===== config.mk =====
export PLATFORM = sky130hd
export DESIGN_NAME = crc8_pulse_width_frame_transmitter_unit
export DESIGN_NICKNAME = d
export VERILOG_FILES = /design/src/crc8pw_pkg.sv /design/src/crc8_pulse_width_frame_transmitter_unit.sv
export SDC_FILE = /design/constraint.sdc
export NUM_CORES = 1
export LEC_CHECK = 0
export ABC_AREA = 1
export BUFFER_PORTS_ARGS = -buffer_cell sky130_fd_sc_hd__buf_2
export CAP_MARGIN = 10
export CORE_ASPECT_RATIO = 1.4
export CORE_MARGIN = 5
export CORE_UTILIZATION = 48
export DETAILED_ROUTE_END_ITERATION = 10
export PLACE_DENSITY = 0.67
export SYNTH_ARGS = -nofsm -noshare
export SYNTH_HDL_FRONTEND = slang
export SYNTH_SLANG_ARGS = --single-unit

===== constraint.sdc =====
create_clock -name clk_i -period 3.8 [get_ports clk_i]
set_input_delay 0.57 -clock clk_i [delete_from_list [all_inputs] [get_ports clk_i]]
set_output_delay 0.57 -clock clk_i [all_outputs]
set_load 0.05 [all_outputs]

===== src/crc8pw_pkg.sv =====
`timescale 1ns / 1ps

package crc8pw_pkg;

  // Operation codes carried on the input tuser
  localparam logic OP_LOAD = 1'b0;
  localparam logic OP_TICK = 1'b1;

  // Register indexes on the configuration port
  localparam logic [1:0] REG_START_TICKS = 2'd0;
  localparam logic [1:0] REG_SHORT_TICKS = 2'd1;
  localparam logic [1:0] REG_LONG_TICKS  = 2'd2;

  // Reset values of the phase lengths
  localparam logic [7:0] START_TICKS_RST = 8'd64;
  localparam logic [7:0] SHORT_TICKS_RST = 8'd32;
  localparam logic [7:0] LONG_TICKS_RST  = 8'd96;

  localparam logic [7:0] CRC_POLY    = 8'h31;
  localparam logic [7:0] STATUS_MASK = 8'h3f;

  // Phases 0..2 are start phases, 3..82 carry the 40 frame bits
  localparam int unsigned FRAME_BITS   = 40;
  localparam logic [6:0]  START_PHASES = 7'd3;
  localparam logic [6:0]  LAST_PHASE   = 7'd82;

  // One byte through the augmented CRC register, MSB first
  function automatic logic [7:0] crc_shift_byte(input logic [7:0] crc, input logic [7:0] data);
    logic [7:0] r;
    logic       top;
    r = crc;
    for (int i = 7; i >= 0; i--) begin
      top = r[7];
      r   = {r[6:0], data[i]};
      if (top) begin
        r = r ^ CRC_POLY;
      end
    end
    return r;
  endfunction

endpackage


===== src/crc8_pulse_width_frame_transmitter_unit.sv =====
`timescale 1ns / 1ps

// Single-wire pulse-width frame transmitter with CRC-8 (poly 0x31).
// Input stream: tuser is the operation (0 load, 1 tick); tdata carries the
// four raw reading bytes. A load while idle builds a 40-bit frame (bytes plus
// CRC); a load while busy is dropped and flagged. Each tick while busy advances the
// frame timing: three start phases, then a low/high phase pair per bit.
// Output stream: one transaction per input transaction, giving the line
// level, busy and load-ignored flags; tlast marks the tick ending the frame.
// Throughput is one transaction per cycle unless the receiver stalls; the
// result appears in the cycle after acceptance, in the single output register.
// The phase logic feeds that register; the CRC logic feeds the frame register.
// When the receiver stalls, the output register holds its result and the
// input is only taken while that register is empty or being drained.
// Reset returns the line to idle high, clears the frame state and loads
// the default phase lengths (64, 32, 96 ticks). Config writes land at once.
module crc8_pulse_width_frame_transmitter_unit (
  input  logic        clk_i,
  input  logic        rst_ni,
  // configuration
  input  logic        cfg_we_i,
  input  logic [1:0]  cfg_idx_i,
  input  logic [7:0]  cfg_data_i,
  // input stream
  input  logic        s_axis_tvalid,
  output logic        s_axis_tready,
  input  logic [31:0] s_axis_tdata,  // cap_high_byte, cap_low_byte, temp_high_byte, temp_low_byte
  input  logic        s_axis_tuser,  // operation
  // output stream
  output logic        m_axis_tvalid,
  input  logic        m_axis_tready,
  output logic [7:0]  m_axis_tdata,  // line_level, busy_res, load_ignored, zero pad
  output logic        m_axis_tlast   // frame_done
);
  import crc8pw_pkg::*;

  logic [7:0] start_ticks_q, short_ticks_q, long_ticks_q;

  logic [FRAME_BITS-1:0] frame_q, frame_d;
  logic [6:0]            phase_q, phase_d;
  logic [7:0]            cnt_q, cnt_d;
  logic                  line_q, line_d;
  logic                  busy_q, busy_d;

  logic       out_valid_q;
  logic [2:0] out_flags_q;
  logic       out_last_q;

  logic       accept;
  logic       done, ignored;
  logic [7:0] b0, b1, b2, b3, crc;
  logic [7:0] len_raw, len;
  logic [8:0] cnt_inc;
  logic       bit_one, low_half;
  logic [6:0] phase_inc;

  assign accept        = s_axis_tvalid && s_axis_tready;
  assign s_axis_tready = !out_valid_q || m_axis_tready;

  // Configuration registers
  always_ff @(posedge clk_i or negedge rst_ni) begin
    if (!rst_ni) begin
      start_ticks_q <= START_TICKS_RST;
      short_ticks_q <= SHORT_TICKS_RST;
      long_ticks_q  <= LONG_TICKS_RST;
    end else if (cfg_we_i) begin
      unique case (cfg_idx_i)
        REG_START_TICKS: start_ticks_q <= cfg_data_i;
        REG_SHORT_TICKS: short_ticks_q <= cfg_data_i;
        REG_LONG_TICKS:  long_ticks_q  <= cfg_data_i;
        default: ;
      endcase
    end
  end

  // Frame contents and CRC for a load
  assign b0  = s_axis_tdata[7:0] & STATUS_MASK;
  assign b1  = s_axis_tdata[15:8];
  assign b2  = s_axis_tdata[23:16];
  assign b3  = s_axis_tdata[31:24];
  assign crc = crc_shift_byte(crc_shift_byte(crc_shift_byte(crc_shift_byte(b0, b1), b2), b3),
                              8'h00);

  // Length of the current phase; a zero setting counts as one tick
  assign bit_one  = frame_q[FRAME_BITS-1];
  assign low_half = phase_q[0];  // bit phases: odd index is the low half
  always_comb begin
    if (phase_q < START_PHASES) begin
      len_raw = start_ticks_q;
    end else if (bit_one == low_half) begin
      len_raw = short_ticks_q;
    end else begin
      len_raw = long_ticks_q;
    end
    len = (len_raw == 8'd0) ? 8'd1 : len_raw;
  end

  assign cnt_inc   = {1'b0, cnt_q} + 9'd1;
  assign phase_inc = phase_q + 7'd1;

  // Next state for one transaction
  always_comb begin
    frame_d = frame_q;
    phase_d = phase_q;
    cnt_d   = cnt_q;
    line_d  = line_q;
    busy_d  = busy_q;
    done    = 1'b0;
    ignored = 1'b0;
    if (s_axis_tuser == OP_LOAD) begin
      if (busy_q) begin
        ignored = 1'b1;
      end else begin
        frame_d = {b0, b1, b2, b3, crc};
        phase_d = '0;
        cnt_d   = '0;
        line_d  = 1'b1;
        busy_d  = 1'b1;
      end
    end else if (busy_q) begin
      if (cnt_inc >= {1'b0, len}) begin
        // high half of a bit ends: move to the next bit
        if (phase_q >= START_PHASES && !phase_q[0]) begin
          frame_d = {frame_q[FRAME_BITS-2:0], 1'b0};
        end
        cnt_d = '0;
        if (phase_q == LAST_PHASE) begin
          busy_d  = 1'b0;
          line_d  = 1'b1;
          phase_d = '0;
          done    = 1'b1;
        end else begin
          phase_d = phase_inc;
          line_d  = !phase_inc[0];
        end
      end else begin
        cnt_d = cnt_inc[7:0];
      end
    end
  end

  // Transmitter state
  always_ff @(posedge clk_i or negedge rst_ni) begin
    if (!rst_ni) begin
      frame_q <= '0;
      phase_q <= '0;
      cnt_q   <= '0;
      line_q  <= 1'b1;
      busy_q  <= 1'b0;
    end else if (accept) begin
      frame_q <= frame_d;
      phase_q <= phase_d;
      cnt_q   <= cnt_d;
      line_q  <= line_d;
      busy_q  <= busy_d;
    end
  end

  // Output register
  always_ff @(posedge clk_i or negedge rst_ni) begin
    if (!rst_ni) begin
      out_valid_q <= 1'b0;
    end else if (accept) begin
      out_valid_q <= 1'b1;
    end else if (m_axis_tready) begin
      out_valid_q <= 1'b0;
    end
  end

  always_ff @(posedge clk_i) begin
    if (accept) begin
      out_flags_q <= {ignored, busy_d, line_d};
      out_last_q  <= done;
    end
  end

  assign m_axis_tvalid = out_valid_q;
  assign m_axis_tdata  = {5'd0, out_flags_q};
  assign m_axis_tlast  = out_last_q;

endmodule


Yosys cells after proc, flatten, opt, wreduce, memory -nomap -nowiden
Cells that the tools add are included.

operators by class
  reduce and logical (&&, ||, !) cells = 16
  eq/ne operators = 8
  order comparisons = 3
  add/sub/neg operators = 2
  bitwise operators = 30
  mux-type cells = 60

operators by type and width
  cell                                                                          number
  40-bit two-way mux                                                            5
  6-bit two-way mux                                                             30
  3-bit NOT                                                                     30
  8-bit two-way mux                                                             7
  7-bit two-way mux                                                             5
  1-bit two-way mux                                                             13
  8-bit by 1-bit adder with 9-bit output, second input constant                 1
  9-bit by 8-bit >= comparator with 1-bit output                                1
  8-bit zero test                                                               1
  7-bit by 1-bit adder with 7-bit output, second input constant                 1
  7-bit equality test, second input constant                                    1
  7-bit by 2-bit >= comparator with 1-bit output, second input constant         1
  7-bit by 2-bit less-than comparator with 1-bit output, second input constant  1
  2-bit by 1-bit inequality test with 1-bit output, second input constant       3
  2-bit AND reduction                                                           3
  3-bit AND reduction                                                           2
  5-bit AND reduction                                                           1
  4-bit AND reduction                                                           1
  1-bit zero test                                                               3
  2-bit by 1-bit equality test with 1-bit output, second input constant         1
  2-bit equality test, second input constant                                    1
  1-bit logical AND                                                             2
  2-bit zero test                                                               1
  2-bit inequality test, second input constant                                  1
  3 further kinds                                                               3

storage, ports and cells
  input bits = 48
  output and inout bits = 11
  word-level logic and storage cells = 131
  flip-flop bits (word level) = 86

Logic depth before layout (Yosys ltp)
  depth in word-level cells = 62
  gate-level depth with buffers = 29
  depth with buffers taken out = 29

Least setup slack after synthesis
OpenSTA, ideal clock, no wires.

  path kind = flip-flop to flip-flop
  start point = reg phase_q[4]
  end point = reg frame_q[28]
  data required time = 3.676 ns
  arrival time = 3.230 ns
  setup time = 0.124 ns
  cell stages (with the launch flop) = 25
  clock period less this slack = 3.354 ns
  setup slack = 0.446 ns
  buffers on the path = 3
  path through = dfrtp_1 > nor3_1 > nand3_1 > clkbuf_1 > nand3_1 > o21ai_0 > nand4_1 > o21ai_0 > ha_1 > nand3_1 > o211ai_1 > nand3_1 > nand2_1 > nand3_1 > nand2_1 > nand2_1 > nand2_1 > inv_1 > o21a_1 > nor2_2 > inv_1 > nor2_1 > buf_2 > buf_2 > a21oi_1

on the way
  longest elaborated chain between the ends = 7
  elaborated cells between the ends (all ways) = 10
  those cells by class = 3 x order compare; 2 x eq/ne; 2 x mux; 3 x reduce/logical

RTL lines
  item                                                               line                                            source
  start, declared                                                    crc8_pulse_width_frame_transmitter_unit.sv:40   logic [6:0] phase_q, phase_d;
  start signal, assigned                                             crc8_pulse_width_frame_transmitter_unit.sv:152  phase_q <= phase_d;
  7-bit by 2-bit less-than comparator with 1-bit output              crc8_pulse_width_frame_transmitter_unit.sv:88   if (phase_q < START_PHASES) begin
  8-bit two-way mux                                                  crc8_pulse_width_frame_transmitter_unit.sv:88
  8-bit zero test                                                    crc8_pulse_width_frame_transmitter_unit.sv:95   len = (len_raw == 8'd0) ? 8'd1 : len_raw;
  8-bit two-way mux                                                  crc8_pulse_width_frame_transmitter_unit.sv:95
  9-bit by 8-bit >= comparator with 1-bit output                     crc8_pulse_width_frame_transmitter_unit.sv:121  if (cnt_inc >= {1'b0, len}) begin
  2-bit by 1-bit inequality test with 1-bit output (no source line)  -
  5-bit AND reduction (no source line) *                             -
  end signal, assigned                                               crc8_pulse_width_frame_transmitter_unit.sv:151  frame_q <= frame_d;
  end, declared                                                      crc8_pulse_width_frame_transmitter_unit.sv:39   logic [FRAME_BITS-1:0] frame_q, frame_d;

Mark *: on every way between the ends. The rest lies on a longest branch, timed or not.
A chain may end at the register's enable or synchronous reset.

Worst setup path in the final report
  start point = reg phase_q[5]
  end point = reg frame_q[22]

Same word-level chain as after synthesis.

==> metrics.csv <==
metric;value;unit
outcome;complete, no violations;
io_buffers;51;
reg2reg_slack;390;ps
crit_required;4060;ps
dr.pass1.iters;4;
ys_warn_count;0;
r2r-end;frame_q[22];
synthToLayoutAreaGrowth;12.82;%
setup_viol;0;
grt_max_degree;83;
core_area;11760;µm²
cts.sinks;86;
synth-adder-area-share;0.02845;
rr_startpoint;phase_q[5];
mostFrequentLayoutCell;nand2_1;
grt_remaining_overflow;0;
synth_area_leaders;dfrtp_1 34%, nand2_1 20%, nand3_1 6.0%;
synth_cell_types;37;
drive_gt1_frac;0.1693;
clk_path_buf_depth;2;
synth-xor-area-share;0.02976;
avgViaCountPerCell;5.224;
grtUsageTotal;0.1999;
hold_viol_final;0;
stdcell_count;1033;
layout_common_cells;305 x nand2_1, 88 x inv_1, 77 x dfrtp_1;
netlist_area;5718;µm²
antenna_cells;0;
skew;5.530;ps
die_area;14230;µm²
fin_setup_tns;0;ps
fin_crit_sh;0.8985;
ys_ff_latch;86;
nets;942;
drv_cap;0;
gp_congestion;0.8510;
fmax;0.2929;GHz
regArea;2178;µm²
leakage;3.424;nW
antenna_left;0;
critPathKind;flip-flop to flip-flop;
numCtsBuffers;9;
drc;0;
routed_wl;13.57;mm
hold_class;primary input to async pin;
synthArstFlopShare;0.9535;
ys.flop_type;dfrtp_1;
root_buffer;clkbuf_16;
synth_simple_gate_area_frac;0.3512;
dp_hpwl;10.45;mm
synth_edf_count;4;
routedWlPerCell;13.13;µm
rsz0062_at_grt;no;
drt-initial-drc-count;226;
cts_tree;done;
seq_area_frac_synth;0.3810;
fp-row-count;47;
multiInputGateArea;3080;µm²
clkTransAtPathRegs;60;ps
synth_mux_area_frac;0;
avgSynthCellArea;6.914;µm²
power_density;645.4;nW/µm²
synth_top_area_cell;dfrtp_1;
first_global_vias;5290;
cp_max_fo;33;
die_w;102.2;µm
synth-compound-area-share;0.1243;
die_h;139.1;µm
startpoint_type;flip-flop;
tightest_slew;1014;ps
fill_cells;1148;
synth_top_family_by_area;simple AND/OR/NAND/NOR gates;
end_kind;flip-flop;
ctsHoldBuffers;0;
rr_worst_depth;21;
num_vias;5396;
ios;59;
min_period;3414;ps
grt_pass1_wl;23.14;mm
antenna_found_initial;0;
crit_arrival;3680;ps
synth_top_cell_area_share;0.3370;
timing.final.max_slew_violations;0;
clock_latency;340;ps
relSlewSlack;0.3237;
htreeDepth;3;
initial_core_util;0.4862;
place_inst;1017;
synth_cells;827;
peakVddDrop;0.2545;mV
power breakdown:
group / switching [mW] / total [mW] / internal (mW)
clock: 0.357 / 0.841 / 0.484
sequential: 0.172 / 1.40 / 1.22
combinational: 1.22 / 1.93 / 0.710
stage by stage:
step	total power [mW]	utilization	setup WS [ps]	hold slack, ps	instance area [µm²]
after global placement	3.252	0.5234	355.0	462.1	6156
after floorplan	2.835	-	446.3	274.4	5733
after CTS	4.195	0.5479	257.5	449.6	6444
after global routing	4.526	0.5485	22.45	464.4	6451
final	4.163	0.5485	385.8	379.6	6451
after detailed placement	3.339	0.5234	311.3	468.1	6156
per-layer routing:
layer  wire length, µm  GRT usage
met1              5448     0.2217
met2              7348     0.3786
met3               487    0.01963
met4               280    0.07809
met5                 0          0
worst max path at each step:
| stage | start | end | slack [ps] | cells after the start |
|---|---|---|---|---|
| after floorplan | phase_q[4] | frame_q[28] | 450 | 24 |
| after global placement | phase_q[0] | frame_q[29] | 360 | 25 |
| after detailed placement | phase_q[0] | frame_q[19] | 310 | 25 |
| after CTS | phase_q[0] | frame_q[22] | 260 | 25 |
| after global routing | phase_q[0] | frame_q[34] | 20 | 25 |
| final | phase_q[5] | frame_q[22] | 390 | 21 |
repair_timing:
| action | in CTS | in global routing |
|---|---|---|
| endpoints found under the setup margin | 0 | 34 |
| gates resized for setup | 0 | 4 |
| setup buffers | 0 | 0 |
| hold endpoints to repair | 0 | 0 |
registers in the layout, indices dropped and copies added, names as in the netlist, 3 cells and up:
signal         cells
frame_q           40
phase_q            7
short_ticks_q      8
cnt_q              8
start_ticks_q      8
long_ticks_q       8
out_flags_q        3
cells in the mapped netlist (all sizes together), types with 2 or more instances:
| cell | count |
|---|---|
| a22oi | 2 |
| a32o | 2 |
| dfstp | 5 |
| xor2 | 15 |
| edfxtp | 4 |
| o21ai | 46 |
| dfrtp | 77 |
| ha | 13 |
| nor3 | 6 |
| o211ai | 3 |
| nand2 | 344 |
| a21oi | 34 |
| buf | 8 |
| o22ai | 32 |
| clkbuf | 13 |
| inv | 102 |
| nand3 | 74 |
| o32ai | 2 |
| nor2 | 35 |
area by class of cell:
cell class	count	share of cell area
Multi-Input combinational cell	622	0.4775
Sequential cell	86	0.3377
Inverter	102	0.05935
Timing Repair Buffer	60	0.05237
Clock buffer	12	0.03995
Tap cell	147	0.02851
Clock inverter	4	0.004655
critical path, stage by stage (launching register included):
cell	delay, ps
dfrtp_1	420
nor3_1	190
nand3_1	90
buf_4	200
o21ai_0	350
nand4_1	140
o21ai_0	170
ha_1	140
nand3_1	60
o211ai_1	90
nand3_1	80
nand2_1	60
nand3_1	60
nand2_1	60
nand2_1	40
nand2_1	140
inv_1	80
o21a_1	200
nor2_2	110
buf_4	330
o22ai_1	150
a21oi_1	150
kinds of logic (layout without fill, tap and decap cells):
logic type / Yosys count / after routing
fa+ha+maj: 13 / 13
simple gates: 463 / 463
xor+xnor: 16 / 16
flops: 86 / 86
other cells: 1 / 5
buf+inv: 123 / 178
compound gates: 125 / 125
(Power assumes the default switching activity.)
